`src/rtl/tidtt_pkg.sv`:
```
// Shared types and codes for the tag identifier / type table.
`timescale 1ns / 1ps
`default_nettype none

package tidtt_pkg;

    // Action codes
    localparam logic [1:0] ACT_LOOKUP = 2'd0;
    localparam logic [1:0] ACT_CHANGE = 2'd1;
    localparam logic [1:0] ACT_CLEAR  = 2'd2;

    // Status codes
    localparam logic [1:0] ST_DONE    = 2'd0;
    localparam logic [1:0] ST_FULL    = 2'd1;
    localparam logic [1:0] ST_UPDATED = 2'd2;

    // Lookup type codes
    localparam logic [3:0] TYPE_INVALID       = 4'd0;
    localparam logic [3:0] TYPE_UNKNOWN_VALID = 4'd1;

    // Terminator bytes that mark a valid identifier
    localparam logic [7:0] TERM_NUL = 8'd0;
    localparam logic [7:0] TERM_CR  = 8'd13;

    localparam int ID_CHARS = 12;
    localparam int ID_W     = ID_CHARS * 8;

    typedef struct packed {
        logic [1:0]  action;
        logic [47:0] id_chars_high;
        logic [47:0] id_chars_low;
        logic [7:0]  id_terminator;
        logic [3:0]  new_type;
        logic [3:0]  expected_type;
        logic        accept_unknown;
    } t_in_item;

    typedef struct packed {
        logic [3:0] found_type;
        logic       type_matches;
        logic [1:0] status;
        logic [5:0] entry_count;
    } t_out_item;

    typedef struct packed {
        logic [ID_W-1:0] id;
        logic [3:0]      tag_type;
    } t_entry;

endpackage

`default_nettype wire

```
`src/rtl/tag_id_type_table_top.sv`:
```
// Tag identifier / type table: memory-backed table with linear search.
`timescale 1ns / 1ps
`default_nettype none

// Holds up to TABLE_DEPTH twelve-byte tag identifiers with a 4-bit type each,
// kept in one synchronous single-port-read memory. A lookup or a change-or-add
// walks the filled entries through the memory's read port, one entry per
// cycle, and stops at the first hit; clear, unused actions and lookups with a
// bad terminator skip the walk. One item is worked on at a time; the result
// sits in an output register, so the next item may be taken while that result
// still waits. Change-or-add of a new identifier on a full table reports full
// and leaves the table alone. Reset empties the table at once; no clearing
// pass is needed.
module tag_id_type_table_top #(
    parameter int TABLE_DEPTH = 32
) (
    input  wire                  i_clk,
    input  wire                  i_rst_n,
    input  wire                  i_in_valid,
    output logic                 o_in_ready,
    input  wire tidtt_pkg::t_in_item i_in_data,
    output logic                 o_out_valid,
    input  wire                  i_out_ready,
    output tidtt_pkg::t_out_item o_out_data
);

    localparam int IW = (TABLE_DEPTH > 1) ? $clog2(TABLE_DEPTH) : 1;
    localparam int CW = $clog2(TABLE_DEPTH + 1);

    typedef enum logic [1:0] {
        S_IDLE,
        S_SEARCH,
        S_DONE
    } t_state;

    t_state               r_state;
    tidtt_pkg::t_in_item  r_item;
    logic [CW-1:0]        r_count;
    logic [CW-1:0]        r_addr;
    logic                 r_cmp_vld;
    logic [IW-1:0]        r_cmp_idx;
    logic [3:0]           r_res_found;
    logic                 r_res_match;
    logic [1:0]           r_res_status;

    tidtt_pkg::t_entry    r_mem [TABLE_DEPTH];
    tidtt_pkg::t_entry    r_rd_data;

    logic [tidtt_pkg::ID_W-1:0] id_cur;
    logic                 hit;
    logic                 rd_en;
    logic                 search_end;
    logic                 full;
    logic                 wr_en;
    logic [IW-1:0]        wr_addr;
    tidtt_pkg::t_entry    wr_data;
    logic [3:0]           srch_found;
    logic                 in_xfer;
    logic                 out_free;

    function automatic logic type_match(input logic [3:0] found, input logic [3:0] expd,
                                        input logic acc);
        return (found == expd) || (acc && (found == tidtt_pkg::TYPE_UNKNOWN_VALID));
    endfunction

    assign o_in_ready = (r_state == S_IDLE);
    assign in_xfer    = i_in_valid && o_in_ready;
    assign out_free   = !o_out_valid || i_out_ready;

    always_comb begin
        id_cur     = {r_item.id_chars_high, r_item.id_chars_low};
        hit        = r_cmp_vld && (r_rd_data.id == id_cur);
        rd_en      = (r_state == S_SEARCH) && !hit && (r_addr < r_count);
        search_end = (r_state == S_SEARCH) && (hit || (r_addr == r_count));
        full       = (r_count == CW'(TABLE_DEPTH));
        wr_en      = search_end && (r_item.action == tidtt_pkg::ACT_CHANGE) && (hit || !full);
        wr_addr    = hit ? r_cmp_idx : r_count[IW-1:0];
        wr_data    = '{id: id_cur, tag_type: r_item.new_type};
        srch_found = hit ? r_rd_data.tag_type : tidtt_pkg::TYPE_UNKNOWN_VALID;
    end

    // Table memory: one write port, one registered read port
    always_ff @(posedge i_clk) begin
        if (wr_en) begin
            r_mem[wr_addr] <= wr_data;
        end
        r_rd_data <= r_mem[r_addr[IW-1:0]];
    end

    always_ff @(posedge i_clk) begin
        if (!i_rst_n) begin
            r_state     <= S_IDLE;
            r_count     <= '0;
            r_addr      <= '0;
            r_cmp_vld   <= 1'b0;
            o_out_valid <= 1'b0;
        end else begin
            // in S_DONE the output register is reloaded below instead
            if (o_out_valid && i_out_ready && r_state != S_DONE) begin
                o_out_valid <= 1'b0;
            end
            case (r_state)
                S_IDLE: begin
                    r_addr    <= '0;
                    r_cmp_vld <= 1'b0;
                    if (in_xfer) begin
                        r_item       <= i_in_data;
                        r_res_found  <= tidtt_pkg::TYPE_INVALID;
                        r_res_match  <= 1'b0;
                        r_res_status <= tidtt_pkg::ST_DONE;
                        r_state      <= S_DONE;
                        case (i_in_data.action)
                            tidtt_pkg::ACT_LOOKUP: begin
                                if (i_in_data.id_terminator == tidtt_pkg::TERM_NUL ||
                                    i_in_data.id_terminator == tidtt_pkg::TERM_CR) begin
                                    r_state <= S_SEARCH;
                                end else begin
                                    r_res_match <= type_match(tidtt_pkg::TYPE_INVALID,
                                                              i_in_data.expected_type,
                                                              i_in_data.accept_unknown);
                                end
                            end
                            tidtt_pkg::ACT_CHANGE: begin
                                r_state <= S_SEARCH;
                            end
                            tidtt_pkg::ACT_CLEAR: begin
                                r_count <= '0;
                            end
                            default: begin
                            end
                        endcase
                    end
                end
                S_SEARCH: begin
                    // Issue one read per cycle; compare the data of the previous read
                    r_cmp_vld <= rd_en;
                    r_cmp_idx <= r_addr[IW-1:0];
                    if (rd_en) begin
                        r_addr <= r_addr + CW'(1);
                    end
                    if (search_end) begin
                        r_state <= S_DONE;
                        if (r_item.action == tidtt_pkg::ACT_LOOKUP) begin
                            r_res_found <= srch_found;
                            r_res_match <= type_match(srch_found, r_item.expected_type,
                                                      r_item.accept_unknown);
                        end else if (hit) begin
                            r_res_status <= tidtt_pkg::ST_UPDATED;
                        end else if (full) begin
                            r_res_status <= tidtt_pkg::ST_FULL;
                        end else begin
                            r_count <= r_count + CW'(1);
                        end
                    end
                end
                S_DONE: begin
                    if (out_free) begin
                        o_out_valid             <= 1'b1;
                        o_out_data.found_type   <= r_res_found;
                        o_out_data.type_matches <= r_res_match;
                        o_out_data.status       <= r_res_status;
                        o_out_data.entry_count  <= 6'(r_count);
                        r_state                 <= S_IDLE;
                    end
                end
                default: begin
                    r_state <= S_IDLE;
                end
            endcase
        end
    end

`ifndef SYNTHESIS
    a_count_bound: assert property (@(posedge i_clk) disable iff (!i_rst_n)
        r_count <= CW'(TABLE_DEPTH))
        else $error("entry count beyond table depth");

    a_count_step: assert property (@(posedge i_clk) disable iff (!i_rst_n)
        $past(i_rst_n) |-> (r_count == $past(r_count) || r_count == $past(r_count) + 1'b1 ||
                            r_count == '0))
        else $error("entry count moved by more than one");

    a_read_in_range: assert property (@(posedge i_clk) disable iff (!i_rst_n)
        rd_en |-> (r_addr < r_count))
        else $error("search read past filled entries");

    a_one_at_a_time: assert property (@(posedge i_clk) disable iff (!i_rst_n)
        in_xfer |=> !o_in_ready)
        else $error("second transfer taken while busy");

    a_write_on_end: assert property (@(posedge i_clk) disable iff (!i_rst_n)
        wr_en |-> (search_end && r_item.action == tidtt_pkg::ACT_CHANGE))
        else $error("table written outside change-or-add");
`endif

endmodule

`default_nettype wire
```
`config.mk`:
```
export PLATFORM = sky130hd
export DESIGN_NAME = tag_id_type_table_top
export DESIGN_NICKNAME = d
export VERILOG_FILES = /design/src/rtl/tidtt_pkg.sv /design/src/rtl/tag_id_type_table_top.sv
export SDC_FILE = /design/constraint.sdc
export NUM_CORES = 2
export LEC_CHECK = 0
export ABC_AREA = 1
export BUFFER_PORTS_ARGS = -buffer_cell sky130_fd_sc_hd__buf_2
export CORE_MARGIN = 2
export CORE_UTILIZATION = 50
export CTS_BUF_LIST = sky130_fd_sc_hd__clkbuf_4 sky130_fd_sc_hd__clkbuf_8
export CTS_CLUSTER_SIZE = 25
export DETAILED_ROUTE_END_ITERATION = 8
export HOLD_SLACK_MARGIN = 0.08
export PLACE_DENSITY = 0.73
export SETUP_SLACK_MARGIN = 0.2
export SYNTH_ARGS = -nofsm -noshare
export SYNTH_HDL_FRONTEND = slang
export SYNTH_SLANG_ARGS = --single-unit
```
`constraint.sdc`:
```
create_clock -name i_clk -period 17.4 [get_ports i_clk]
set_clock_uncertainty 0.15 [all_clocks]
set_input_delay 0.87 -clock i_clk [delete_from_list [all_inputs] [get_ports i_clk]]
set_output_delay 0.87 -clock i_clk [all_outputs]
set_load 0.05 [all_outputs]
```
==> out/results.ini <==
[run_status]
status = complete, no violations

[sta]
drv_slew = 0
layout_worst_path_cycle_share = 0.3913
rsz0062_at_grt = false
setup_viol = 0
slew_headroom = 0.1085
tightest_slew_ps = 1337
hold_viol = 0
max_freq_mhz = 146.9
fin_tns_setup_ps = 0
fin_ws_ps = 10590
period_needed_ps = 6809

[critical_path]
cp_data_arrival_time_ps = 7300
slowest_delay_ps = 990
worstPathCellList = xnor2_1 -> nand2_1 -> nor2_1 -> nand2_1 -> nor2_2 -> nand3_2 -> nor2_8 -> inv_2 -> or2_0 -> o21ai_2 -> nand3_2 -> nor2_4 -> buf_4 -> buf_4
path_buf_inv = 3
crit_start = id_cur[90]$_DFFE_PP_
cp_data_required_time_ps = 17890
endpoint_kind = register
slowest_stage = nor2_4
timing.rr.start = id_cur[90]$_DFFE_PP_
path_delay_family = simple AND/OR/NAND/NOR gates
crit_path_max_fanout = 39
crit_type = reg -> reg
start_kind = register

[route]
wl_um = 393200
ant_nets = 0
via_per_inst = 6.279
dr.pass1.iters = 9
routedWlPerCell_um = 27.46
drc = 0
detail_route.iter0.violations = 14190
vias = 89910

[placement]
portBuffers = 133
dp_hpwl_um = 197600
post-place-ws_ps = 10810
gp_congestion = 0.9330

[clocking]
path_clk_slew_ps = 60
cts_made_buffers = 542
cts_resized = 0
cts_tree = done
insertion_delay_ps = 1060
clk_path_buf_depth = 4
clockRootBuffer = clkbuf_8
cts-htree-levels = 6
clock-sinks = 3448

[synthesis]
yosysMostFrequentCell = edfxtp_1
syn-num-nets = 10170
yosysUniqueCellTypes = 45
synth_cells = 10040
synth_largest_area_cell = edfxtp_1
ys_ff_latch = 3448
synth-edff-count = 3332
synthTopCellsByCount = edfxtp_1, nor2_1, o21ai_0
synthesis.area_mm2 = 0.1336
ys_warn_count = 0
yosysSeqAreaShare = 0.7664
synth_area_per_cell_um2 = 13.31
async_reset_ff_frac = 0
synth_ff_type = edfxtp_1
ys_top_cells_by_area = edfxtp_1, o21ai_0, nor2_1
synth_top_cell_area_share = 0.7490

[global_route]
antenna_found_initial = 17
grt_pass1_wl_um = 567000
grt_use_total = 0.2815
grt_max_degree = 234
gr-total-overflow = 0
first_global_vias = 86740

[pwr]
vdd_drop_max_mv = 0.07612
leakagePower_uw = 0.04991
powerDensity_mw_per_mm2 = 111.2

[cells_and_area]
layout-area-overhead-vs-synth_pct = 12.22
final_layout_size_suffix_gt1_frac = 0.1194
nets = 10510

[floorplanning]
num_io_pins = 134
core_area_mm2 = 0.2656
rows = 189
initial_core_util = 0.5030
fp.dieArea_mm2 = 0.2713
die_x_um = 520.9
die-height_um = 520.9

[hold_path]
min-delay-start = i_in_valid
hold_path_class = in -> reg

[run]
max-cap-violations = 0

[placed cells by master, fill, tap and decap left out, drive strengths merged]
master,count
o21a,1
a31oi,85
nand3b,3
o31ai,1
nand3,190
nor3,27
nand2,715
a41oi,3
clkinvlp,7
dlygate4sd3,109
edfxtp,3332
inv,278
o211ai,21
dfxtp,116
o221ai,272
bufinv,10
nor4,3
or2,2
o2111ai,1
and2,3
a32oi,3
xor2,4
clkinv,120
o21ai,1696
nor2,1890
clkbuf,780
ha,9
a211oi,37
buf,354
a221oi,9
xnor2,33
o22ai,528
a211o,1
diode,13
a21boi,6
nand4,50
a21oi,74
[repair_timing]
action | in CTS | in global routing
buffers inserted | 0 | 0
hold buffers | 109 | 0
endpoints found under the hold margin | 117 | 0
[area by class of cell]
type                    count  area (um^2)
diodes                     13        32.53
repair buffers            463         3679
inverters                 255         1005
flip-flops and latches   3448       102400
fillers                 20350       115600
clock buffers             780         9497
well taps                3533         4420
clock inverters           160         1105
multi-input cells        5667        27790
[cells by family after synthesis]
family / share of synthesized area
and+or+nand+nor: 0.08499
AOI/OAI and AO/OA: 0.1178
adders and majority gates: 0.0008429
DFF: 0.7664
buffers and inverters: 0.02757
xor gates and xnor gates: 0.002426
[worst reg2reg max path, cell delays in order, from the launching register on]
cell and delay (ps):
edfxtp_1 760, xnor2_1 770, nand2_1 190, nor2_1 160, nand2_1 120, nor2_2 160, nand3_2 150, nor2_8 350
inv_2 110, or2_0 220, o21ai_2 100, nand3_2 380, nor2_4 990, buf_4 900, buf_4 860
[routing by layer]
metal,track usage,part of all wire
met1,0.3837,0.37
met2,0.4344,0.45
met3,0.06100,0.13
met4,0.1320,0.050
met5,0,0.00019
[report_power, final]
part	switching [uW]	leakage, uW	internal [uW]
Combinational	514	0.0133	175
Clock	3130	0.00564	3670
Sequential	51.0	0.0310	9130
Total	3690	0.0499	13000
[flip-flops by register name, summed over array words and instances (netlist names)]
register      count
r_mem          3200
o_out_data       13
r_res_found       4
o_out_valid       1
r_cmp_idx         5
r_res_status      2
r_item           11
r_cmp_vld         1
id_cur           96
r_state           2
r_count           6
r_addr            6
r_res_match       1
r_rd_data       100
[metrics by stage]
stage	cells	cell area, um^2	hold slack [ps]	power [uW]	util
global route	14310	149900	154.8	17100	0.5645
global placement	13260	138200	259.7	9980	0.5204
finish	14320	149900	145.8	16670	0.5645
detailed placement	13260	138200	254.5	10000	0.5204
floorplan	10040	133600	250.3	9748	-
CTS	14310	149900	83.17	16680	0.5644
[final timing paths]
kind,end,slack (ps),cells after the start
worst max register to register,r_mem[8][45]$_DFFE_PP_,10590,14
worst max-delay path,r_mem[8][45]$_DFFE_PP_,10590,14
worst min register to register,o_out_data[9]$_DFFE_PP_,270,0
worst min-delay path,r_state[1]$_SDFFE_PN0P_,150,5
No activity file was read; power rests on OpenSTA's default activity.
